### src/rtl/tea_pkg.sv
`timescale 1ns / 1ps
// ----------------------------------------------------------------------------
// tea_pkg
// Shared types and constants for the TEA block cipher pipeline.
// ----------------------------------------------------------------------------
package tea_pkg;

	localparam int unsigned WORD_W    = 32;
	localparam int unsigned KEY_WORDS = 4;
	localparam int unsigned APB_AW    = 4;

	localparam logic [WORD_W-1:0] TEA_DELTA = 32'h9e37_79b9;

	typedef enum logic {
		OP_ENCRYPT = 1'b0,
		OP_DECRYPT = 1'b1
	} op_t;

	typedef logic [WORD_W-1:0] word_t;

	typedef word_t [KEY_WORDS-1:0] key_t;

	typedef struct packed {
		op_t   op;
		word_t z;
		word_t y;
	} blk_t;

endpackage

### src/rtl/tea_apb_regs.sv
`timescale 1ns / 1ps
// ----------------------------------------------------------------------------
// tea_apb_regs
// APB register file holding the four 32-bit key words.
// ----------------------------------------------------------------------------
module tea_apb_regs (
	input  logic                       clk,
	input  logic                       arst_n,
	input  logic                       psel,
	input  logic                       penable,
	input  logic                       pwrite,
	input  logic [tea_pkg::APB_AW-1:0] paddr,
	input  logic [31:0]                pwdata,
	output logic [31:0]                prdata,
	output logic                       pready,
	output tea_pkg::key_t              key
);
	import tea_pkg::*;

	key_t       key_q;
	logic [1:0] widx;
	logic       wr_en;

	assign widx   = paddr[APB_AW-1:2];
	assign wr_en  = psel && penable && pwrite && pready;
	assign pready = 1'b1;
	assign prdata = key_q[widx];
	assign key    = key_q;

	always_ff @(posedge clk or negedge arst_n) begin
		if (!arst_n) begin
			key_q <= '0;
		end else if (wr_en) begin
			key_q[widx] <= pwdata;
		end
	end

endmodule

### config.mk
export PLATFORM = sky130hd
export DESIGN_NAME = tea_apb_regs
export DESIGN_NICKNAME = d
export VERILOG_FILES = /design/src/rtl/tea_pkg.sv /design/src/rtl/tea_apb_regs.sv
export SDC_FILE = /design/constraint.sdc
export NUM_CORES = 1
export LEC_CHECK = 0
export ABC_AREA = 1
export BUFFER_PORTS_ARGS = -buffer_cell sky130_fd_sc_hd__buf_2
export CAP_MARGIN = 20
export CORE_MARGIN = 2
export CORE_UTILIZATION = 55
export DETAILED_ROUTE_END_ITERATION = 10
export PLACE_DENSITY_LB_ADDON = 0.1
export SLEW_MARGIN = 20
export SYNTH_ARGS = -nofsm -noshare
export SYNTH_HDL_FRONTEND = slang
export SYNTH_SLANG_ARGS = --single-unit
### constraint.sdc
create_clock -name clk -period 1.91 [get_ports clk]
set_input_delay 0.191 -clock clk [delete_from_list [all_inputs] [get_ports clk]]
set_output_delay 0.191 -clock clk [all_outputs]
set_load 0.005 [all_outputs]
==> qor.csv <==
stage,metric,value,unit
finish,Nets,1071,
yosys,simple-gate share of the synthesized area,0.4116,
yosys,main combinational cell family by area after synthesis,simple AND/OR/NAND/NOR gates,
die,Std-Cell Rows,38,
pwr,leak pwr,4.770,nW
pwr,Design Power,9.082,mW
yosys,post-synthesis mux area share,0,
yosys,Mapped Cells,800,
placement,DP HPWL,11.56,mm
die,number of I/O pins,202,
yosys,Synth Area in Adders,0,
die,die area,0.01176,mm^2
yosys,"Cell Area, Synth",0.006001,mm^2
clock_network,CTS Buf Count,17,
setup_path,R2R depth,2,
clock_network,Longest Clk Path Bufs,2,
clock_network,clock sinks,128,
die,Initial Utilization,0.5585,
yosys,Syn Area/Cell,7.501,um^2
sta,Fin Clk Skew,0,ns
sta,setup TNS,0,ns
grt,initial antenna violation count,1,
sta,max-slew violations,0,
sta,f_max,0.6147,GHz
clock_network,H-tree depth,4,
run,Max-cap violations,0,
finish,ratio of cells with drive above 1 in the final layout,0.2543,
yosys,Area contributors post-synth,"dfrtp_1 (53%), nand2_1 (36%), nand3_1 (2.6%)",
clock_network,Clock Pin Slew Worst Setup and Hold Paths,0.06,ns
pwr,maximum VDD drop,0.8206,mV
routing,ANT nets after route,0,
setup_path,CP startpoint kind,input pin,
yosys,top cell type's share of synthesized area,0.5338,
sta,Relative slew margins,0.6407,
setup_path,Critical Path AT,1.44,ns
clock_network,clock latency on the worst-skew pair,0.50,ns
setup_path,Crit path required time,1.72,ns
grt,first-pass GRT wire length,28.84,mm
routing,first-pass detailed-route iteration total,7,
sta,Worst-Margin Slew,0.5377,ns
worst_hold_path,Worst Hold Class,in2async,
routing,initial detailed-routing violation count,461,
yosys,"Seq/Total Area, Yosys",0.5338,
setup_path,CP Capture Type,output port,
finish,Area Overhead vs Synth,33.74,%
clock_network,Root Driver,clkbuf_8,
routing,WL/cell,15.79,um
grt,grt ovf,0,
die,Core ar.,0.01075,mm^2
sta,fin crit share,0.8517,
yosys,post-synthesis compound-gate area fraction,0,
yosys,cell taking the most area after synthesis,dfrtp_1,
clock_network,CTS tree,done,
sta,"Hold Violations, Final",0,
setup_path,worst setup path class,in2out,
setup_path,Worst Path Max Fanout,17,
sta,Tmin final,1.627,ns
yosys,synthesized flop and latch total,128,
clock_network,setup bufs post-CTS,0,
finish,max reg flops,128,
setup_path,Reg-to-Reg Start,key[79],
grt,largest net degree at the start of global routing,62,
routing,DRC viols,0,
sta,RSZ-0062 raised after global routing,false,
sta,final setup vio count,0,
placement,Placer Congestion,0.8020,
routing,Total Wirelength,18.70,mm
yosys,syn_nets,841,
die,Die X-Extent,108.5,um
placement,Port Buffer Count,198,
grt,total track usage,0.3248,
yosys,Syn. warnings,0,
die,die height,108.5,um
pwr,PD cells,1132,mW/mm^2
routing,overall via count from detail_route,6054,
finish,post-layout utilization of the core,0.7469,
routing,vias per cell,5.113,
yosys,xor/xnor share of the synthesized area,0,
setup_path,R2R Setup Slk,1.24,ns
setup_path,worst r2r dst,key[79],
status,status,"complete, no violations",
yosys,Synth cell types,17,
grt,vias in the first global route,5550,
## worst max-delay path, stage by stage
cell     delay, ns
buf_2         0.15
buf_4         0.25
nand2_4       0.08
inv_2         0.34
nand2_1       0.13
nand3_1       0.15
buf_2         0.13
## metrics by stage
stage / cells / cell area (um^2) / setup slack, ns / hold WS [ns]
after global routing: 1183 / 8023 / 0.2286 / 0.1943
after floorplan: 800 / 6001 / 0.8538 / -0.1046
after global placement: 1118 / 7051 / 0.2342 / 0.1551
final: 1184 / 8025 / 0.2832 / 0.1708
after CTS: 1182 / 8020 / 0.3249 / 0.1590
after detailed placement: 1118 / 7051 / 0.1910 / 0.1536
## layout by cell type, fill, tap and decap left out, drive strengths merged
cell and n:
bufinv 5, dfrtp 128, nand2 588, buf 217, clkbuf 19, nor2 6, nand3 32, inv 8
dlygate4sd3 33, clkinv 2, diode 2, conb 1, clkinvlp 3
## cell type report
type	count	area [um^2]
repair buffers	250	1504
multi-input cells	627	2474
inverters	6	25.02
fillers	903	2720
clock buffers	19	431.7
flip-flops and latches	128	3203
diodes	2	5.005
clock inverters	12	207.7
well taps	140	175.2
## repair_timing
action                    4_1_cts  5_1_grt
hold endpoints to repair      195        0
hold buffers                   33        0
gates resized for setup         0        0
## cells in the mapped netlist (all sizes together)
cell type  number
conb            1
buf            38
clkbuf          1
nand2         588
nand3          32
inv             6
dfrtp         128
nor2            6
## how the worst max path moves through the flow
stage	start	slack, ns	cells past startpoint	endpoint
floorplan	paddr[2]	0.85	7	prdata[10]
global placement	paddr[2]	0.23	7	key[118]
detailed placement	paddr[2]	0.19	7	key[105]
CTS	paddr[2]	0.32	7	prdata[21]
global route	paddr[2]	0.23	7	prdata[21]
finish	paddr[2]	0.28	7	prdata[21]
## metal layers
layer  wire [um]  part of all wire  GRT usage
met3        1656             0.089    0.07896
met2        9160              0.49     0.5442
met1        7656              0.41     0.4212
met4         226             0.012    0.09341
met5           0                 0          0
## report_power, final
part | switching [mW] | internal, mW
Combinational | 1.00 | 0.875
Clock | 1.18 | 2.29
Sequential | 0.460 | 3.27
## logic make-up after synthesis
logic type	after synthesis
AND/OR/NAND/NOR	626
flip-flops	128
other	1
buffers and inverters	45
(Power assumes the default switching activity.)
