$ cat src/rtl/tea_obuf.sv
`timescale 1ns / 1ps
// ----------------------------------------------------------------------------
// tea_obuf
// Output register with a skid entry; stalls the pipeline only once full.
// ----------------------------------------------------------------------------
module tea_obuf (
	input  logic        clk,
	input  logic        arst_n,
	input  logic        in_valid,
	input  logic [63:0] in_data,
	output logic        ready,
	output logic        m_tvalid,
	input  logic        m_tready,
	output logic [63:0] m_tdata
);
	logic        out_valid_q;
	logic [63:0] out_data_q;
	logic        skid_valid_q;
	logic [63:0] skid_data_q;
	logic        incoming;
	logic        taken;

	assign ready    = !skid_valid_q;
	assign incoming = in_valid && ready;
	assign taken    = out_valid_q && m_tready;
	assign m_tvalid = out_valid_q;
	assign m_tdata  = out_data_q;

	always_ff @(posedge clk or negedge arst_n) begin
		if (!arst_n) begin
			out_valid_q  <= 1'b0;
			skid_valid_q <= 1'b0;
		end else if (taken) begin
			if (skid_valid_q) begin
				skid_valid_q <= 1'b0;
			end else begin
				out_valid_q <= incoming;
			end
		end else if (!out_valid_q) begin
			out_valid_q <= incoming;
		end else if (incoming) begin
			skid_valid_q <= 1'b1;
		end
	end

	always_ff @(posedge clk) begin
		if (taken && skid_valid_q) begin
			out_data_q <= skid_data_q;
		end else if (taken || !out_valid_q) begin
			out_data_q <= in_data;
		end else if (incoming) begin
			skid_data_q <= in_data;
		end
	end

	a_skid_implies_out : assert property (@(posedge clk) disable iff (!arst_n)
		skid_valid_q |-> out_valid_q)
		else $error("skid entry held while output register empty");

	a_skid_fill_on_stall : assert property (@(posedge clk) disable iff (!arst_n)
		$rose(skid_valid_q) |-> $past(out_valid_q && !m_tready && in_valid))
		else $error("skid entry filled without a stalled output");

	a_skid_drains_first : assert property (@(posedge clk) disable iff (!arst_n)
		(skid_valid_q && m_tready) |=> (out_valid_q && !skid_valid_q))
		else $error("skid entry not moved to output register");

endmodule

$ cat config.mk
export PLATFORM = sky130hd
export DESIGN_NAME = tea_obuf
export DESIGN_NICKNAME = d
export VERILOG_FILES = /design/src/rtl/tea_obuf.sv
export SDC_FILE = /design/constraint.sdc
export NUM_CORES = 1
export LEC_CHECK = 0
export BUFFER_PORTS_ARGS = -buffer_cell sky130_fd_sc_hd__buf_2
export CORE_MARGIN = 3
export CORE_UTILIZATION = 52
export CTS_CLUSTER_DIAMETER = 200
export DETAILED_ROUTE_END_ITERATION = 12
export PLACE_DENSITY = 0.8
export SETUP_SLACK_MARGIN = 0.05
export SYNTH_ARGS = -nofsm -noshare
export SYNTH_HDL_FRONTEND = slang
export SYNTH_SLANG_ARGS = --single-unit
$ cat constraint.sdc
create_clock -name clk -period 8.69 [get_ports clk]
set_input_delay 1.738 -clock clk [delete_from_list [all_inputs] [get_ports clk]]
set_output_delay 1.738 -clock clk [all_outputs]
set_load 0.05 [all_outputs]
==> run summary <==
STA
• total negative slack for setup checks: 0 ns
• final worst clock skew: 0.00704 ns
• Final Setup Violations: 0
• Highest Clock Rate: 274 MHz
• final count of hold timing violations: 0
• worst relative slew slack: 36.9%
• ratio of final minimum period to clock period: 42.0%
• transition time at the pin with the least slew margin: 0.947 ns
• setup repair after global routing missed its margin: false
• post-route minimum period: 3.65 ns
• number of max-slew violations in the final report: 0

Routing
• routed wire length on met3: 587 µm
• Antenna Violating Nets Remaining: 0
• Final Routed Wirelength: 8.32 mm
• TritonRoute pass-1 iters: 4
• DR vias: 2442
• uppermost layer routed: met4
• mean routed wirelength per cell: 17.4 µm
• Post-Route M1 WL: 3.45 mm
• length of routed met2 wiring: 4.10 mm
• post-detailed-route via-to-cell ratio: 5.11
• starting DRC count in detailed routing: 63
• DRC viols: 0

Synthesis
• Post-Synthesis Cells: 210
• net count after synthesis: 278
• count of unique library cells instantiated by Yosys: 13
• number of flip-flops and latches in the synthesized netlist: 130
• yosys synthesis warning count: 0
• share of the yosys chip area belonging to registers: 81.4%
• post-synthesis instance area: 4780 µm²
• average cell area after synthesis: 22.8 µm²

Global routing
• overall track demand over capacity in global routing: 16.7%
• global-route wire length before repair: 12.6 mm
• vias in the first global route: 2478
• grt ovf: 0
• pin count of the biggest net entering global routing: 66
• number of antenna violations at the first check in global routing: 0

Power and ir drop
• leakage component of the power: 2.42 nW
• largest voltage drop on the vdd net: 0.000219 V
• Power Dens Cells: 365 nW/µm²

CTS
• maximum root-to-sink buffer count: 2
• cts bufs inserted: 17
• CTS Hold Buffers Added: 0
• number of sinks driven by the clock tree: 130
• cells resized by post-CTS repair: 0
• Clock Tree Root: clkbuf_8
• latest clock arrival within the worst-skew pair: 0.50 ns
• clock slew at the register clock pins of the worst setup and hold paths: 0.06 ns
• postcts setup bufs: 0
• CTS tree: done
• number of levels the H-tree was split into: 4

Final layout
• area used by sequential logic in the layout: 3890 µm²
• layout cells sized above 1: 63.0%
• most frequent cells in the layout: buf_2, edfxtp_1, mux2_2, clkbuf_16
• antenna diode instance count: 0
• most common library cell in the layout ignoring fill and taps: buf_2
• area growth from synthesis to layout: 28.9%
• total area of multi-input combinational cells: 808 µm²
• layout filler cell count: 575
• post-layout util: 70.0%
• Nets: 425
• non-filler cells, final: 478

Place
• number of cells after detailed placement: 446
• count of input and output buffers: 133
• final weighted congestion in routability-driven placement: 0.734
• HPWL after DPL: 5.17 mm

Min path
• Hold Crit Class: flip-flop to flip-flop
• capture endpoint of the worst hold path: m_tdata[55]$_DFFE_PP_
• Min-Delay Startpoint: skid_data_q[55]$_DFFE_PP_
• Hold Path Stages: 1

Flow run
• maxcap violations: 0

Worst setup path
• terminus of the critical flop-to-flop path: skid_data_q[63]$_DFFE_PP_
• maximum fanout encountered on the critical timing path: 65
• Startpoint Class: input port
• worst-case reg-to-reg path depth: 3
• kind of critical path: input port to flip-flop
• start of the worst register-to-register path: m_tvalid$_DFFE_PN0P_
• reg-to-reg setup timing slack: 5.92 ns
• Worst EP arrival: 3.80 ns
• critical path endpoint category: flip-flop
• required time at the endpoint of the critical path: 8.84 ns

Floorplan
• number of cell rows: 34
• core area: 8810 µm²
• DIE AREA: 10400 µm²
• overall die width: 102 µm
• number of top-level design ports: 134
• y dimension of the die: 102 µm
• initial core utilization: 54.3%

Status
• result of the run: complete, no violations

## worst max-delay path, cell delays in order
cell and delay, ns:
buf_2 0.13, or2b_4 0.53, nor2_4 0.83, buf_4 0.51
## cell families after synthesis
kind of cell | after synthesis | synth area share, %
multiplexers | 64 | 15.5
AO/OA/AOI/OAI | 3 | 0.314
AND/OR/NAND/NOR | 5 | 0.890
buffers and inverters | 8 | 1.88
flip-flops | 130 | 81.4
## metal layers
metal,vias to the layer above,global-route usage (%)
met5,-,0
met4,0,7.87
li1,1137,-
met2,93,25.6
met3,16,6.35
met1,1196,21.1
## cell type report
class / instances / area share [%]
clock inverter: 15 / 3.72
clock buffer: 17 / 6.72
tap: 108 / 2.19
multi-input combinational: 72 / 13.1
timing repair buffer: 134 / 10.9
inverter: 2 / 0.122
sequential: 130 / 63.2
## flip-flops by register name, summed over array words and instances, names as in the netlist
register and cells:
m_tdata 64, m_tvalid 1, skid_data_q 64, skid_valid_q 1
## through the flow
step / power (W) / area, µm² / hold slack [ns] / worst slack (ns)
after global placement: 0.00149 / 5520 / 0.529 / 4.53
after global routing: 0.00234 / 6160 / 0.553 / 4.84
final: 0.00225 / 6160 / 0.548 / 5.04
after detailed placement: 0.00151 / 5520 / 0.535 / 4.44
after CTS: 0.00228 / 6160 / 0.550 / 4.99
after floorplan: 0.00138 / 4780 / 0.525 / 2.50
## synthesized netlist by cell type
library cell    n  area (µm²)
nor2_1          1        3.75
mux2_2         59         664
or2b_1          1        7.51
clkbuf_8        6        82.6
edfxtp_1      128        3840
nand2b_1        1        6.26
and2b_1         1        7.51
mux2_4          5        75.1
dfrtp_1         2        50.1
a21oi_1         2        10.0
o21ai_0         1        5.00
inv_1           2        7.51
nand3_4         1        17.5
## worst max path at each step
| stage | slack (ns) | start | endpoint |
|---|---|---|---|
| after floorplan | 2.50 | m_tready | skid_data_q[0]$_DFFE_PP_ |
| after global placement | 4.53 | m_tready | skid_data_q[49]$_DFFE_PP_ |
| after detailed placement | 4.44 | m_tready | skid_data_q[49]$_DFFE_PP_ |
| after CTS | 4.99 | m_tready | skid_data_q[63]$_DFFE_PP_ |
| after global routing | 4.84 | m_tready | skid_data_q[63]$_DFFE_PP_ |
| final | 5.04 | m_tready | skid_data_q[63]$_DFFE_PP_ |
## where the power goes
group	leakage, nW	internal (W)	switching [W]	total [W]
sequential	1.25	0.000852	0.0000364	0.000888
combinational	0.855	0.000148	0.000453	0.000601
clock	0.313	0.000498	0.000264	0.000762
Power figures use the tool's default switching activity.
