**src/rtl/tea_pkg.sv**
```systemverilog
`timescale 1ns / 1ps
// ----------------------------------------------------------------------------
// tea_pkg
// Shared types and constants for the TEA block cipher pipeline.
// ----------------------------------------------------------------------------
package tea_pkg;

	localparam int unsigned WORD_W    = 32;
	localparam int unsigned KEY_WORDS = 4;
	localparam int unsigned APB_AW    = 4;

	localparam logic [WORD_W-1:0] TEA_DELTA = 32'h9e37_79b9;

	typedef enum logic {
		OP_ENCRYPT = 1'b0,
		OP_DECRYPT = 1'b1
	} op_t;

	typedef logic [WORD_W-1:0] word_t;

	typedef word_t [KEY_WORDS-1:0] key_t;

	typedef struct packed {
		op_t   op;
		word_t z;
		word_t y;
	} blk_t;

endpackage

```
**src/rtl/tea_half_round.sv**
```systemverilog
`timescale 1ns / 1ps
// ----------------------------------------------------------------------------
// tea_half_round
// One registered half round: updates one half of the block from the other.
// ----------------------------------------------------------------------------
module tea_half_round #(
	parameter int unsigned ROUNDS = 32,
	parameter int unsigned STAGE  = 0
) (
	input  logic          clk,
	input  logic          arst_n,
	input  logic          en,
	input  tea_pkg::key_t key,
	input  logic          vld_in,
	input  tea_pkg::blk_t blk_in,
	output logic          vld_out,
	output tea_pkg::blk_t blk_out
);
	import tea_pkg::*;

	localparam bit    IS_ODD  = (STAGE % 2) == 1;
	localparam word_t SUM_ENC = TEA_DELTA * 32'(STAGE / 2 + 1);
	localparam word_t SUM_DEC = TEA_DELTA * 32'(ROUNDS - STAGE / 2);

	function automatic word_t mix(word_t x, word_t sum, word_t ka, word_t kb);
		return ((x << 4) + ka) ^ (x + sum) ^ ((x >> 5) + kb);
	endfunction

	logic  enc;
	logic  upd_y;
	word_t a;
	word_t b;
	word_t ka;
	word_t kb;
	word_t sum;
	word_t m;
	word_t res;
	blk_t  nxt;
	logic  vld_s1;
	blk_t  blk_s1;

	always_comb begin
		enc   = (blk_in.op == OP_ENCRYPT);
		upd_y = enc ^ IS_ODD;
		a     = upd_y ? blk_in.y : blk_in.z;
		b     = upd_y ? blk_in.z : blk_in.y;
		ka    = upd_y ? key[0] : key[2];
		kb    = upd_y ? key[1] : key[3];
		sum   = enc ? SUM_ENC : SUM_DEC;
		m     = mix(b, sum, ka, kb);
		res   = enc ? (a + m) : (a - m);
		nxt   = blk_in;
		if (upd_y) begin
			nxt.y = res;
		end else begin
			nxt.z = res;
		end
	end

	always_ff @(posedge clk or negedge arst_n) begin
		if (!arst_n) begin
			vld_s1 <= 1'b0;
		end else if (en) begin
			vld_s1 <= vld_in;
		end
	end

	always_ff @(posedge clk) begin
		if (en) begin
			blk_s1 <= nxt;
		end
	end

	assign vld_out = vld_s1;
	assign blk_out = blk_s1;

endmodule

```
**config.mk**
```make
export PLATFORM = sky130hd
export DESIGN_NAME = tea_half_round
export DESIGN_NICKNAME = d
export VERILOG_FILES = /design/src/rtl/tea_pkg.sv /design/src/rtl/tea_half_round.sv
export SDC_FILE = /design/constraint.sdc
export NUM_CORES = 1
export LEC_CHECK = 0
export BUFFER_PORTS_ARGS = -buffer_cell sky130_fd_sc_hd__buf_2
export CORE_MARGIN = 2
export CORE_UTILIZATION = 35
export DETAILED_ROUTE_END_ITERATION = 8
export PLACE_DENSITY = 0.61
export SYNTH_ARGS = -nofsm -noshare
export SYNTH_HDL_FRONTEND = slang
export SYNTH_SLANG_ARGS = --single-unit
```
**constraint.sdc**
```tcl
create_clock -name clk -period 1.48 [get_ports clk]
set_input_delay 0.074 -clock clk [delete_from_list [all_inputs] [get_ports clk]]
set_output_delay 0.074 -clock clk [all_outputs]
set_load 0.02 [all_outputs]
```
==> results_tabular.tex, run 1 <==
\begin{tabular}{lr}
\hline
Metric & Value \\
\hline
\multicolumn{2}{l}{\textbf{Setup path}} \\
Critical path endpoint category & flip-flop \\
Critical-path cell with the highest stage delay & sky130\_fd\_sc\_hd\_\_fa\_2 \\
Worst Reg-to-Reg Cells & 1 \\
Required time reported for the critical path endpoint & 1560 ps \\
Delay contributed by the slowest stage of the critical path & roughly 380 ps \\
Reg-to-reg slack, setup & 730 ps \\
Origin of the critical flop-to-flop path & vld\_out\$\_DFFE\_PN0P\_ \\
Launch point of the worst path & blk\_in[64] \\
Most frequent cell on the critical path & sky130\_fd\_sc\_hd\_\_buf\_6 \\
Capturing point of the worst reg2reg path & vld\_out\$\_DFFE\_PN0P\_ \\
Maximum fanout encountered on the critical timing path & 7 \\
Critical Path Source Type & input pin \\
Arrival time reported for the critical path endpoint & $\sim$5600 ps \\
Destination of the critical timing path & blk\_out[27]\$\_DFFE\_PP\_ \\
Worst setup path category & in -> reg \\
\multicolumn{2}{l}{\textbf{Routing}} \\
Average wire per standard cell & 17.4 um \\
Via total after detailed routing & 12385 \\
ANT nets after route & 0 \\
DRC violations left & 0 \\
Starting DRC count in detailed routing & around 1000 \\
Drt total wl & 41.8 mm \\
First-pass iteration count of the detailed router & 6 \\
Via/cell ratio & 5.15 \\
\multicolumn{2}{l}{\textbf{STA}} \\
Final setup violating endpoints & 62 \\
Clk\_skew & 0 ps \\
Worst setup slack after layout & -4080 ps \\
TNS Setup & -189200 ps \\
Post-layout minimum cycle time & 5560 ps \\
Peak Freq & around 180 MHz \\
Fin. max-slew vios & 0 \\
RSZ-0062 raised after global routing & true \\
Worst max-slew margin expressed relative to the limit & between 50\% and 60\% \\
Fin. Hold Viols & 0 \\
Final period utilization & 376\% \\
Worst-margin pin slew & 670 ps \\
\multicolumn{2}{l}{\textbf{Logic synthesis}} \\
Netlist cell types & 85 \\
Fraction of post-synthesis cell area in the top cell type by area & 18.2\% \\
Primary flip-flop cell chosen by synthesis mapping & sky130\_fd\_sc\_hd\_\_edfxtp\_1 \\
Average footprint of a synthesized cell & 8.38 um\^{}2 \\
Number of warnings reported in the yosys synthesis log & 0 \\
Largest area contributor in the synthesized netlist & sky130\_fd\_sc\_hd\_\_edfxtp\_1 \\
Fraction of the yosys area taken by sequential cells & 18.4\% \\
Number of flops mapped to enable cells by yosys & 65 \\
Post-synthesis cell count & around 1300 \\
Post-synth design cell area & 10700 um\^{}2 \\
Synthesized netlist net count & 1574 \\
Leading cell types by total area after synthesis & sky130\_fd\_sc\_hd\_\_edfxtp\_1 (18\%), sky130\_fd\_sc\_hd\_\_xnor2\_1 (12\%), sky130\_fd\_sc\_hd\_\_ha\_1 (11\%), sky130\_fd\_sc\_hd\_\_mux2\_2 (9.5\%), sky130\_fd\_sc\_hd\_\_nand2\_1 (5.8\%) \\
FFs w/ async S/R, synth & 1.52\% \\
Total of flip-flops plus latches after synthesis & 66 \\
\multicolumn{2}{l}{\textbf{Status}} \\
Result of the run & complete, but fails checks \\
Violated checks & negative setup slack \\
\multicolumn{2}{l}{\textbf{Flow run}} \\
Max cap viols & 0 \\
\multicolumn{2}{l}{\textbf{Floorplanning}} \\
Number of placement rows & 64 \\
Full die area & 32100 um\^{}2 \\
Core area & 30400 um\^{}2 \\
Vertical die dimension & 179 um \\
Starting density of the core & a little over a third \\
Die width & 179 um \\
Num ports & between 200 and 300 \\
\multicolumn{2}{l}{\textbf{Clocking}} \\
Maximum level of the CTS H-tree & 3 \\
Reg clk slew, reported paths & 50 ps \\
CTS root buf & sky130\_fd\_sc\_hd\_\_clkbuf\_16 \\
TritonCTS clock tree & done \\
Number of buffers inserted during clock tree synthesis & 9 \\
Number of sinks on the clock net & 66 \\
Worst-skew pair later-pin latency & 320 ps \\
Largest buffer count on any clock path & 2 \\
\multicolumn{2}{l}{\textbf{GRT}} \\
Number of antenna violations at the first check in global routing & 3 \\
Number of global-route vias before repair & 11891 \\
Total routing usage reported by global routing & 25.0\% \\
Global-route wire length before repair & roughly 63 mm \\
Largest net degree at the start of global routing & 35 \\
Overall overflow remaining after global route & 0 \\
\multicolumn{2}{l}{\textbf{Worst hold path}} \\
Tightest Hold Check Type & in -> async \\
\multicolumn{2}{l}{\textbf{Power and ir drop}} \\
Power Total & 0.0329 W \\
Power Dens Cells & roughly 1800 nW/um\^{}2 \\
Static leakage & 8.44 nW \\
Worst IR Drop VDD & around 850 uV \\
\multicolumn{2}{l}{\textbf{Placement}} \\
Placer congestion estimate & 0.956 \\
Detailed-placement wirelength estimate & 33.7 mm \\
Number of port buffers & 262 \\
\multicolumn{2}{l}{\textbf{Finish}} \\
Most common cell after layout, fill and taps aside & sky130\_fd\_sc\_hd\_\_buf\_4 \\
Fraction of layout instances using a drive strength above 1 & 53.7\% \\
Leading cell types in the layout, fill and taps excluded & sky130\_fd\_sc\_hd\_\_buf\_4 (449), sky130\_fd\_sc\_hd\_\_buf\_2 (261), sky130\_fd\_sc\_hd\_\_nand2\_1 (151) \\
Layout area overhead & 67.1\% \\
Final layout net count & 2293 \\
\hline
\end{tabular}
power breakdown:
group	leakage [nW]	switching, W	internal, W	total (W)
logic	7.66	0.0134	0.0140	0.0275
registers	0.646	0.000179	0.00329	0.00347
clock network	0.134	0.000710	0.00129	0.00200
total	8.44	0.0143	0.0186	0.0329
cell type report:
cell class	count	area (um^2)
inverter	34	128
timing repair buffer	752	5230
fill	2650	12500
clock buffer	10	229
multi-input combinational	1138	9830
sequential	66	1980
clock inverter	6	57.6
antenna	3	7.51
tap	396	495
worst min path at each step:
stage           start  slack [ps]  cells past startpoint                  end
4_1_cts        arst_n          40                      2  vld_out$_DFFE_PN0P_
5_1_grt        arst_n          60                      2  vld_out$_DFFE_PN0P_
3_5_place_dp   arst_n        -150                      1  vld_out$_DFFE_PN0P_
3_3_place_gp   arst_n        -150                      1  vld_out$_DFFE_PN0P_
2_1_floorplan  arst_n        -220                      0  vld_out$_DFFE_PN0P_
6_report       arst_n          50                      2  vld_out$_DFFE_PN0P_
through the flow:
stage,instances,hold slack [ps],area [um^2],util [%],worst slack (ps)
2_1_floorplan,1282,-222,11200,-,-4830
3_3_place_gp,2327,-151,16000,52.5,-4450
3_5_place_dp,2327,-149,16000,52.5,-4510
4_1_cts,2391,40.9,17300,56.8,-3830
5_1_grt,2405,56.6,18000,59.0,-4210
6_report,2405,54.8,18000,59.0,-4080
Yosys cell counts, types with 3 or more instances:
cell type,number
sky130_fd_sc_hd__o21ai_0,69
sky130_fd_sc_hd__inv_1,33
sky130_fd_sc_hd__a211o_1,4
sky130_fd_sc_hd__nor3_2,3
sky130_fd_sc_hd__nor2b_1,14
sky130_fd_sc_hd__o21bai_1,15
sky130_fd_sc_hd__nor2_1,72
sky130_fd_sc_hd__a41oi_1,4
sky130_fd_sc_hd__o21ai_1,11
sky130_fd_sc_hd__o211ai_1,6
sky130_fd_sc_hd__o31ai_1,12
sky130_fd_sc_hd__or2_2,6
sky130_fd_sc_hd__nand2_1,165
sky130_fd_sc_hd__nand2b_1,19
sky130_fd_sc_hd__a31oi_1,16
sky130_fd_sc_hd__xor2_1,45
sky130_fd_sc_hd__nand3_1,24
sky130_fd_sc_hd__mux2i_1,4
sky130_fd_sc_hd__nor4_1,3
sky130_fd_sc_hd__nand3b_1,4
sky130_fd_sc_hd__edfxtp_1,65
sky130_fd_sc_hd__ha_1,92
sky130_fd_sc_hd__fa_1,3
sky130_fd_sc_hd__buf_1,6
sky130_fd_sc_hd__and2_1,7
sky130_fd_sc_hd__buf_6,6
sky130_fd_sc_hd__a211oi_1,13
sky130_fd_sc_hd__mux2_2,91
sky130_fd_sc_hd__a21o_1,46
sky130_fd_sc_hd__xnor2_2,3
sky130_fd_sc_hd__a21bo_2,10
sky130_fd_sc_hd__a21oi_1,108
sky130_fd_sc_hd__clkbuf_1,29
sky130_fd_sc_hd__xnor2_1,151
sky130_fd_sc_hd__o21a_1,9
sky130_fd_sc_hd__or3_1,7
sky130_fd_sc_hd__and3_1,10
sky130_fd_sc_hd__o211a_1,3
sky130_fd_sc_hd__xnor3_1,6
sky130_fd_sc_hd__o221ai_1,8
sky130_fd_sc_hd__nor3_1,15
sky130_fd_sc_hd__nand4_1,8
registers in the layout, summed over array words and instances, names as in the netlist:
name     flops
blk_out     65
vld_out      1
per-layer routing:
layer | vias to the layer above | track usage, % | share of wire (%)
met5 | - | 0 | 0
met2 | 411 | 39.2 | 44
met1 | 5822 | 36.6 | 46
met4 | 0 | 6.75 | 2.6
met3 | 50 | 2.35 | 6.6
li1 | 6102 | - | -
critical path: cells and delay by family:
family,cells,cell delay [ps]
fa+ha+maj,3,920
xor+xnor,4,860
simple gates,6,860
mux,2,580
buf+inv,5,650
compound gates,9,1710
repair_timing:
| item | in CTS | in global routing |
|---|---|---|
| hold endpoints to repair | 2 | 0 |
| resized for setup | 119 | 112 |
| buffers inserted | 51 | 20 |
| endpoints found under the setup margin | 64 | 64 |
| gates cloned | 3 | 0 |
| hold buffers | 2 | 0 |
| pin swaps | 97 | 76 |
logic make-up (layout without fill, tap and decap cells):
family	count (synthesis)	count (layout)	share of synthesized area (%)
buffers and inverters	78	802	3.20
muxes	95	95	9.91
AOI/OAI and AO/OA	369	369	22.4
and+or+nand+nor	371	371	16.5
xor gates and xnor gates	208	208	18.3
adders and majority gates	95	95	11.3
DFF	66	66	18.4
other	0	3	0
(Power assumes the default switching activity.)
==> run 2, diff against run 1 <==
--- a/config.mk
+++ b/config.mk
@@ -5,11 +5,13 @@
 export SDC_FILE = /design/constraint.sdc
 export NUM_CORES = 1
 export LEC_CHECK = 0
+export ABC_AREA = 1
 export BUFFER_PORTS_ARGS = -buffer_cell sky130_fd_sc_hd__buf_2
 export CORE_MARGIN = 2
 export CORE_UTILIZATION = 35
 export DETAILED_ROUTE_END_ITERATION = 8
-export PLACE_DENSITY = 0.61
+export GPL_ROUTABILITY_DRIVEN = 0
+export PLACE_DENSITY = 0.6
 export SYNTH_ARGS = -nofsm -noshare
 export SYNTH_HDL_FRONTEND = slang
 export SYNTH_SLANG_ARGS = --single-unit
==> run 2 against run 1 <==
Effect of this change:
- the flow still finishes with violations (negative setup slack)
- total power down 16%
- core utilization down 0.56 points
- final cell count up 56%
- global-route usage up 4.0 points
- sequential power down 13%
- design area up 22%
- wire length up 41%
- area after synthesis up 24%
- clock skew unchanged
- largest power group unchanged
==> results_tabular.tex, run 2 <==
\begin{tabular}{lr}
\hline
Metric & Value \\
\hline
\multicolumn{2}{l}{\textbf{Logic synthesis}} \\
Primary flip-flop cell chosen by synthesis mapping & sky130\_fd\_sc\_hd\_\_edfxtp\_1 \\
Synthesized netlist net count & 2708 (+72\%) \\
FFs w/ async S/R, synth & 1.52\% (unchanged) \\
Number of warnings reported in the yosys synthesis log & 0 (unchanged) \\
Largest area contributor in the synthesized netlist & sky130\_fd\_sc\_hd\_\_nand2\_1 \\
Post-synth design cell area & 13300 um\^{}2 (+24\%) \\
Leading cell type by number of instances after synthesis & sky130\_fd\_sc\_hd\_\_nand2\_1 \\
Number of flops mapped to enable cells by yosys & 65 (unchanged) \\
Leading cell types by total area after synthesis & sky130\_fd\_sc\_hd\_\_nand2\_1 (28\%), sky130\_fd\_sc\_hd\_\_edfxtp\_1 (15\%), sky130\_fd\_sc\_hd\_\_ha\_1 (8.6\%), sky130\_fd\_sc\_hd\_\_inv\_1 (8.1\%), sky130\_fd\_sc\_hd\_\_nand3\_1 (7.0\%) \\
Cell types with the highest counts after synthesis & sky130\_fd\_sc\_hd\_\_nand2\_1 (1007), sky130\_fd\_sc\_hd\_\_inv\_1 (286), sky130\_fd\_sc\_hd\_\_nor2\_1 (197) \\
Fraction of the yosys area taken by sequential cells & 14.9\% (-3.5 points) \\
Average footprint of a synthesized cell & 5.51 um\^{}2 (-34\%) \\
Netlist cell types & 50 (-41\%) \\
Fraction of post-synthesis cell area in the top cell type by area & 28.4\% (+10 points) \\
Post-synthesis cell count & 2416 (+88\%) \\
Total of flip-flops plus latches after synthesis & 66 (unchanged) \\
\multicolumn{2}{l}{\textbf{Setup path}} \\
Origin of the critical flop-to-flop path & vld\_out\$\_DFFE\_PN0P\_ \\
Maximum fanout encountered on the critical timing path & 14 (+7) \\
Delay contributed by the slowest stage of the critical path & 330 ps (-50 ps) \\
Critical-path cell with the highest stage delay & sky130\_fd\_sc\_hd\_\_ha\_1 \\
Arrival time reported for the critical path endpoint & 4760 ps (-880 ps) \\
Launch point of the worst path & blk\_in[64] \\
Required time reported for the critical path endpoint & 1580 ps (+20 ps) \\
Most frequent cell on the critical path & sky130\_fd\_sc\_hd\_\_nand2\_1 \\
Worst setup path category & in -> reg \\
Critical Path Source Type & input pin \\
Critical path endpoint category & flip-flop \\
\multicolumn{2}{l}{\textbf{Clocking}} \\
Maximum level of the CTS H-tree & 3 (unchanged) \\
TritonCTS clock tree & done \\
Largest buffer count on any clock path & 2 (unchanged) \\
Number of buffers inserted during clock tree synthesis & 9 (unchanged) \\
Number of sinks on the clock net & 66 (unchanged) \\
Worst-skew pair later-pin latency & 330 ps (about the same) \\
Reg clk slew, reported paths & 60 ps (about the same) \\
CTS root buf & sky130\_fd\_sc\_hd\_\_clkbuf\_16 \\
\multicolumn{2}{l}{\textbf{Flow run}} \\
Max cap viols & 0 (unchanged) \\
\multicolumn{2}{l}{\textbf{GRT}} \\
Number of antenna violations at the first check in global routing & 0 (-3) \\
Global-route wire length before repair & 89.0 mm (+42\%) \\
Overall overflow remaining after global route & 0 (unchanged) \\
Total routing usage reported by global routing & 29.0\% (+4.0 points) \\
Number of global-route vias before repair & 17636 (+48\%) \\
Largest net degree at the start of global routing & 51 (+46\%) \\
\multicolumn{2}{l}{\textbf{STA}} \\
Worst setup slack after layout & -3180 ps (+903 ps) \\
Fin. Hold Viols & 0 (unchanged) \\
Worst hold-check slack & 53.7 ps (-1.10 ps) \\
Final period utilization & 315\% (-61 points) \\
Final setup violating endpoints & 64 (+3.2\%) \\
TNS Setup & -162390 ps (+26810 ps) \\
Clk\_skew & 0 ps (unchanged) \\
Worst max-slew margin expressed relative to the limit & 64.8\% (+9.8 points) \\
RSZ-0062 raised after global routing & true \\
Worst-margin pin slew & 522 ps (-147 ps) \\
Peak Freq & 215 MHz (+19\%) \\
Post-layout minimum cycle time & 4660 ps (-903 ps) \\
Fin. max-slew vios & 0 (unchanged) \\
\multicolumn{2}{l}{\textbf{Placement}} \\
Placed instance area & 19500 um\^{}2 (+22\%) \\
Pre-CTS WS & -3830 ps (+677 ps) \\
Detailed-placement wirelength estimate & 49.2 mm (+46\%) \\
Number of port buffers & 262 (unchanged) \\
\multicolumn{2}{l}{\textbf{Routing}} \\
Starting DRC count in detailed routing & 1510 (+54\%) \\
Via/cell ratio & 4.99 (-3.0\%) \\
ANT nets after route & 0 (unchanged) \\
Via total after detailed routing & 18715 (+51\%) \\
First-pass iteration count of the detailed router & 5 (-1) \\
DRC violations left & 0 (unchanged) \\
Average wire per standard cell & 15.8 um (-9.2\%) \\
Drt total wl & 59.2 mm (+41\%) \\
\multicolumn{2}{l}{\textbf{Floorplanning}} \\
Num ports & 263 (unchanged) \\
Full die area & 39600 um\^{}2 (+23\%) \\
Die width & 199 um (+11\%) \\
Core area & 37600 um\^{}2 (+23\%) \\
Number of placement rows & 71 (+11\%) \\
Starting density of the core & 35.4\% (+0.11 points) \\
Vertical die dimension & 199 um (+11\%) \\
\multicolumn{2}{l}{\textbf{Power and ir drop}} \\
Power Total & 0.0275 W (-16\%) \\
Static leakage & 11.9 nW (+41\%) \\
Worst IR Drop VDD & 935 uV (+10\%) \\
Power Dens Cells & 1250 nW/um\^{}2 (-32\%) \\
\multicolumn{2}{l}{\textbf{Status}} \\
Violated checks & negative setup slack \\
Result of the run & complete, but fails checks \\
\multicolumn{2}{l}{\textbf{Finish}} \\
Fraction of layout instances using a drive strength above 1 & 39.0\% (-15 points) \\
Max FFs per register & 65 (unchanged) \\
Final layout net count & 3523 (+54\%) \\
Finished layout cell area & 22000 um\^{}2 (+22\%) \\
Diode count & 0 (-3) \\
Leading cell types in the layout, fill and taps excluded & sky130\_fd\_sc\_hd\_\_nand2\_1 (908), sky130\_fd\_sc\_hd\_\_buf\_4 (566), sky130\_fd\_sc\_hd\_\_inv\_1 (276) \\
Most common cell after layout, fill and taps aside & sky130\_fd\_sc\_hd\_\_nand2\_1 \\
Layout area overhead & 65.0\% \\
\multicolumn{2}{l}{\textbf{Worst hold path}} \\
Tightest Hold Check Type & in -> async \\
\hline
\end{tabular}
## run 2: cell types whose count changed after synthesis, sizes merged, moves of 14 or more
cell and change:
a211oi -15, a21o -41, inv +262, mux2 -90, nand2 +860, nand2b -18, nand3 +164, nand3b +14
nand4 +25, nor2 +137, nor2b -14, o21ai +64, xnor2 -108
## run 2: layer usage
layer	GRT usage [%]	up-vias	wire, um
li1	-	9370	-
met1	39.7	8449	26700
met2	47.5	778	25900
met3	2.20	118	4340
met4	10.8	0	2300
met5	0	-	0
## run 2: area by class of cell
cell class	count	area (um^2)
Fill cell	3480	15600
Inverter	299	1140
Tap cell	511	639
Clock buffer	10	229
Timing Repair Buffer	848	5980
Clock inverter	6	129
Multi-Input combinational cell	2007	11900
Sequential cell	66	1980
## run 2: what timing repair did
item                                    in CTS  in global routing
buffers inserted                            22                 15
endpoints found under the hold margin        2                  0
pin swaps                                   55                 64
gates resized for setup                    230                171
gates cloned                                 4                  1
endpoints found under the setup margin      64                 64
hold buffers                                 2                  0
## run 2: power breakdown
part / switching [W] / internal, W / leakage [nW]
combinational: 0.0117 / 0.0102 / 11.1
sequential: 0.000117 / 0.00289 / 0.646
clock: 0.000762 / 0.00181 / 0.174
total: 0.0126 / 0.0149 / 11.9
## run 2: path summary, 6_finish.rpt
kind	endpoint	slack, ps	cells after the start
worst max-delay path	blk_out[31]$_DFFE_PP_	-3180	37
worst min-delay path	vld_out$_DFFE_PN0P_	50	2
worst max register to register	vld_out$_DFFE_PN0P_	750	1
worst min register to register	vld_out$_DFFE_PN0P_	500	1
max in group asynchronous	vld_out$_DFFE_PN0P_	1340	2
min in group clk	vld_out$_DFFE_PN0P_	70	2
## run 2: kinds of logic after synthesis
kind of cell,after synthesis,synth area share [%]
buffers and inverters,343,10.1
xor gates and xnor gates,104,6.84
muxes,3,0.235
DFF,66,14.9
AOI/OAI and AO/OA,289,11.8
and+or+nand+nor,1516,47.1
adders and majority gates,95,9.10
## run 2: critical path, delay by kind of cell
| kind | cells | cell delay [ps] |
|---|---|---|
| buffers and inverters | 8 | 900 |
| and+or+nand+nor | 23 | 2360 |
| adders and majority gates | 2 | 660 |
| AOI/OAI and AO/OA | 3 | 570 |
| xor gates and xnor gates | 1 | 150 |
## run 2: metrics by stage
step	std cells	utilization [%]
detailed placement	3687	51.8
CTS	3731	56.2
global placement	3687	51.8
global route	3747	58.4
floorplan	2416	-
finish	3747	58.4
==> run 3, diff against run 2 <==
--- a/config.mk
+++ b/config.mk
@@ -12,6 +12,7 @@
 export DETAILED_ROUTE_END_ITERATION = 8
 export GPL_ROUTABILITY_DRIVEN = 0
 export PLACE_DENSITY = 0.6
+export RECOVER_POWER = 100
 export SYNTH_ARGS = -nofsm -noshare
 export SYNTH_HDL_FRONTEND = slang
 export SYNTH_SLANG_ARGS = --single-unit
==> run 3 against run 2 <==
Effect of this change:
- sequential cell count did not move
- clock skew did not move
- fmax fell by 0.22%
- highest routed layer unchanged
- the flow still finishes with violations (negative setup slack)
- sequential power barely moved
- first-iteration DRC count fell by 6.9%
- core utilization fell by 0.28 points
- register-to-register slack barely moved
- design area fell by 0.47%
- sequential share of layout area barely moved
- die area did not move
==> results_tabular.tex, run 3 (synthesis gave the netlist of run 2 again) <==
\begin{tabular}{lr}
\hline
Metric & Value \\
\hline
\multicolumn{2}{l}{\textbf{Finish}} \\
Most common cell after layout, fill and taps aside & sky130\_fd\_sc\_hd\_\_nand2\_1 \\
Final layout net count & 3523 (unchanged) \\
Leading cell types in the layout, fill and taps excluded & sky130\_fd\_sc\_hd\_\_nand2\_1 (908), sky130\_fd\_sc\_hd\_\_buf\_4 (565), sky130\_fd\_sc\_hd\_\_inv\_1 (276) \\
Layout area overhead & 64.3\% \\
Diode count & 0 (unchanged) \\
Finished layout cell area & 21900 um\^{}2 (-0.47\%) \\
Fraction of layout instances using a drive strength above 1 & 36.9\% (-2.1 points) \\
Max FFs per register & 65 (unchanged) \\
\multicolumn{2}{l}{\textbf{Power and ir drop}} \\
Worst IR Drop VDD & 935 uV (about the same) \\
Power Dens Cells & 1250 nW/um\^{}2 (about the same) \\
Static leakage & 11.7 nW (-1.7\%) \\
\multicolumn{2}{l}{\textbf{Flow run}} \\
Max cap viols & 0 (unchanged) \\
\multicolumn{2}{l}{\textbf{GRT}} \\
Global-route wire length before repair & 89.0 mm (unchanged) \\
Total routing usage reported by global routing & 29.0\% (unchanged) \\
Global Route met3 Usage & 2.20\% (unchanged) \\
Overall overflow remaining after global route & 0 (unchanged) \\
Busiest layer in global routing & met2 \\
Number of antenna violations at the first check in global routing & 0 (unchanged) \\
GR Util met1 & 39.7\% (unchanged) \\
Met2 routing resource usage after global routing & 47.5\% (unchanged) \\
Largest net degree at the start of global routing & 51 (unchanged) \\
Number of global-route vias before repair & 17636 (unchanged) \\
\multicolumn{2}{l}{\textbf{Floorplanning}} \\
Number of placement rows & 71 (unchanged) \\
Starting density of the core & 35.4\% (unchanged) \\
Die width & 199 um (unchanged) \\
Vertical die dimension & 199 um (unchanged) \\
Full die area & 39600 um\^{}2 (unchanged) \\
Num ports & 263 (unchanged) \\
Core area & 37600 um\^{}2 (unchanged) \\
\multicolumn{2}{l}{\textbf{STA}} \\
TNS Setup & -162590 ps (-194 ps) \\
Worst-margin pin slew & 1180 ps (+662 ps) \\
Clk\_skew & 0 ps (unchanged) \\
RSZ-0062 raised after global routing & true \\
Fin. Hold Viols & 0 (unchanged) \\
Post-layout minimum cycle time & 4670 ps (+10.1 ps) \\
Peak Freq & 214 MHz (-0.22\%) \\
Worst max-slew margin expressed relative to the limit & 21.0\% (-44 points) \\
Final period utilization & 316\% (+0.68 points) \\
Final setup violating endpoints & 64 (unchanged) \\
Worst setup slack after layout & -3190 ps (-10.1 ps) \\
Fin. max-slew vios & 0 (unchanged) \\
\multicolumn{2}{l}{\textbf{Clocking}} \\
Worst-skew pair later-pin latency & 330 ps (about the same) \\
CTS root buf & sky130\_fd\_sc\_hd\_\_clkbuf\_16 \\
Reg clk slew, reported paths & 60 ps (about the same) \\
Largest buffer count on any clock path & 2 (unchanged) \\
Number of sinks on the clock net & 66 (unchanged) \\
Number of buffers inserted during clock tree synthesis & 9 (unchanged) \\
TritonCTS clock tree & done \\
Maximum level of the CTS H-tree & 3 (unchanged) \\
\multicolumn{2}{l}{\textbf{Setup path}} \\
Critical-path cell with the highest stage delay & sky130\_fd\_sc\_hd\_\_ha\_1 \\
Required time reported for the critical path endpoint & 1580 ps (about the same) \\
Critical Path Source Type & input pin \\
Maximum fanout encountered on the critical timing path & 14 (unchanged) \\
Worst Reg-to-Reg Cells & 1 (unchanged) \\
Most frequent cell on the critical path & sky130\_fd\_sc\_hd\_\_nand2\_1 \\
Worst setup path category & in -> reg \\
Critical path endpoint category & flip-flop \\
Arrival time reported for the critical path endpoint & 4770 ps (about the same) \\
Delay contributed by the slowest stage of the critical path & 330 ps (about the same) \\
\multicolumn{2}{l}{\textbf{Routing}} \\
Via total after detailed routing & 18749 (+0.18\%) \\
First-pass iteration count of the detailed router & 5 (unchanged) \\
Average wire per standard cell & 15.8 um (about the same) \\
Drt total wl & 59.2 mm (about the same) \\
Starting DRC count in detailed routing & 1406 (-6.9\%) \\
Via/cell ratio & 5.00 (+0.18\%) \\
ANT nets after route & 0 (unchanged) \\
DRC violations left & 0 (unchanged) \\
\multicolumn{2}{l}{\textbf{Status}} \\
Result of the run & complete, but fails checks \\
Violated checks & negative setup slack \\
\multicolumn{2}{l}{\textbf{Worst hold path}} \\
Tightest Hold Check Type & in -> async \\
\multicolumn{2}{l}{\textbf{Placement}} \\
Number of port buffers & 262 (unchanged) \\
Placed instance area & 19500 um\^{}2 (unchanged) \\
Detailed-placement wirelength estimate & 49.2 mm (unchanged) \\
\hline
\end{tabular}
run 3: cell types whose count changed in the layout (fill, tap and decap cells not counted):
cell | before | now
sky130_fd_sc_hd__clkbuf_1 | 1 | 70
sky130_fd_sc_hd__buf_12 | 4 | 3
sky130_fd_sc_hd__clkbuf_2 | 0 | 1
sky130_fd_sc_hd__buf_2 | 261 | 193
sky130_fd_sc_hd__buf_4 | 566 | 565
run 3: power by group:
group          leakage, nW  internal, W  switching [W]
Combinational         10.9       0.0100         0.0117
Sequential           0.646      0.00289       0.000137
Clock                0.174      0.00181       0.000768
Total                 11.7       0.0147         0.0126
run 3: layout make-up:
cell class | instances | area (um^2)
clock buffers | 10 | 229
clock inverters | 6 | 129
fillers | 3504 | 15700
inverters | 299 | 1140
multi-input cells | 2007 | 11900
flip-flops and latches | 66 | 1980
well taps | 511 | 639
repair buffers | 848 | 5880
run 3: what timing repair did:
item,CTS,global route
pin swaps,55,64
gates resized for setup,230,171
setup buffers,22,15
cloned,4,1
endpoints found under the setup margin,64,64
endpoints found under the hold margin,2,0
hold buffers,2,0
run 3: metrics by stage:
| step | worst slack (ps) | hold slack [ps] | instances | utilization [%] | power [W] |
|---|---|---|---|---|---|
| global route | -3440 | 62.4 | 3747 | 58.2 | 0.0293 |
| global placement | -3700 | -139 | 3687 | 51.8 | 0.0207 |
| detailed placement | -3830 | -138 | 3687 | 51.8 | 0.0210 |
| floorplan | -3510 | -222 | 2416 | - | 0.0131 |
| CTS | -3010 | 39.8 | 3731 | 56.2 | 0.0256 |
| finish | -3190 | 52.6 | 3747 | 58.2 | 0.0273 |
run 3: critical path, delay by kind of cell:
family,cells,cell delay [ps]
XOR/XNOR,1,150
AO/OA/AOI/OAI,3,570
AND/OR/NAND/NOR,23,2380
buffers and inverters,8,900
adder cells (fa/ha/maj),2,660
run 3: per-layer routing:
layer | share of wire [%] | vias to the layer above
met5 | 0 | -
met4 | 3.9 | 0
met3 | 7.8 | 119
met2 | 44 | 783
met1 | 45 | 8480
li1 | - | 9367
run 3: worst paths after layout:
path / start / endpoint / slack (ps)
max: blk_in[64] / blk_out[31]$_DFFE_PP_ / -3190
min: arst_n / vld_out$_DFFE_PN0P_ / 50
max reg2reg: vld_out$_DFFE_PN0P_ / vld_out$_DFFE_PN0P_ / 750
min reg2reg: vld_out$_DFFE_PN0P_ / vld_out$_DFFE_PN0P_ / 500
max in group asynchronous: arst_n / vld_out$_DFFE_PN0P_ / 1310
min in group clk: en / vld_out$_DFFE_PN0P_ / 90
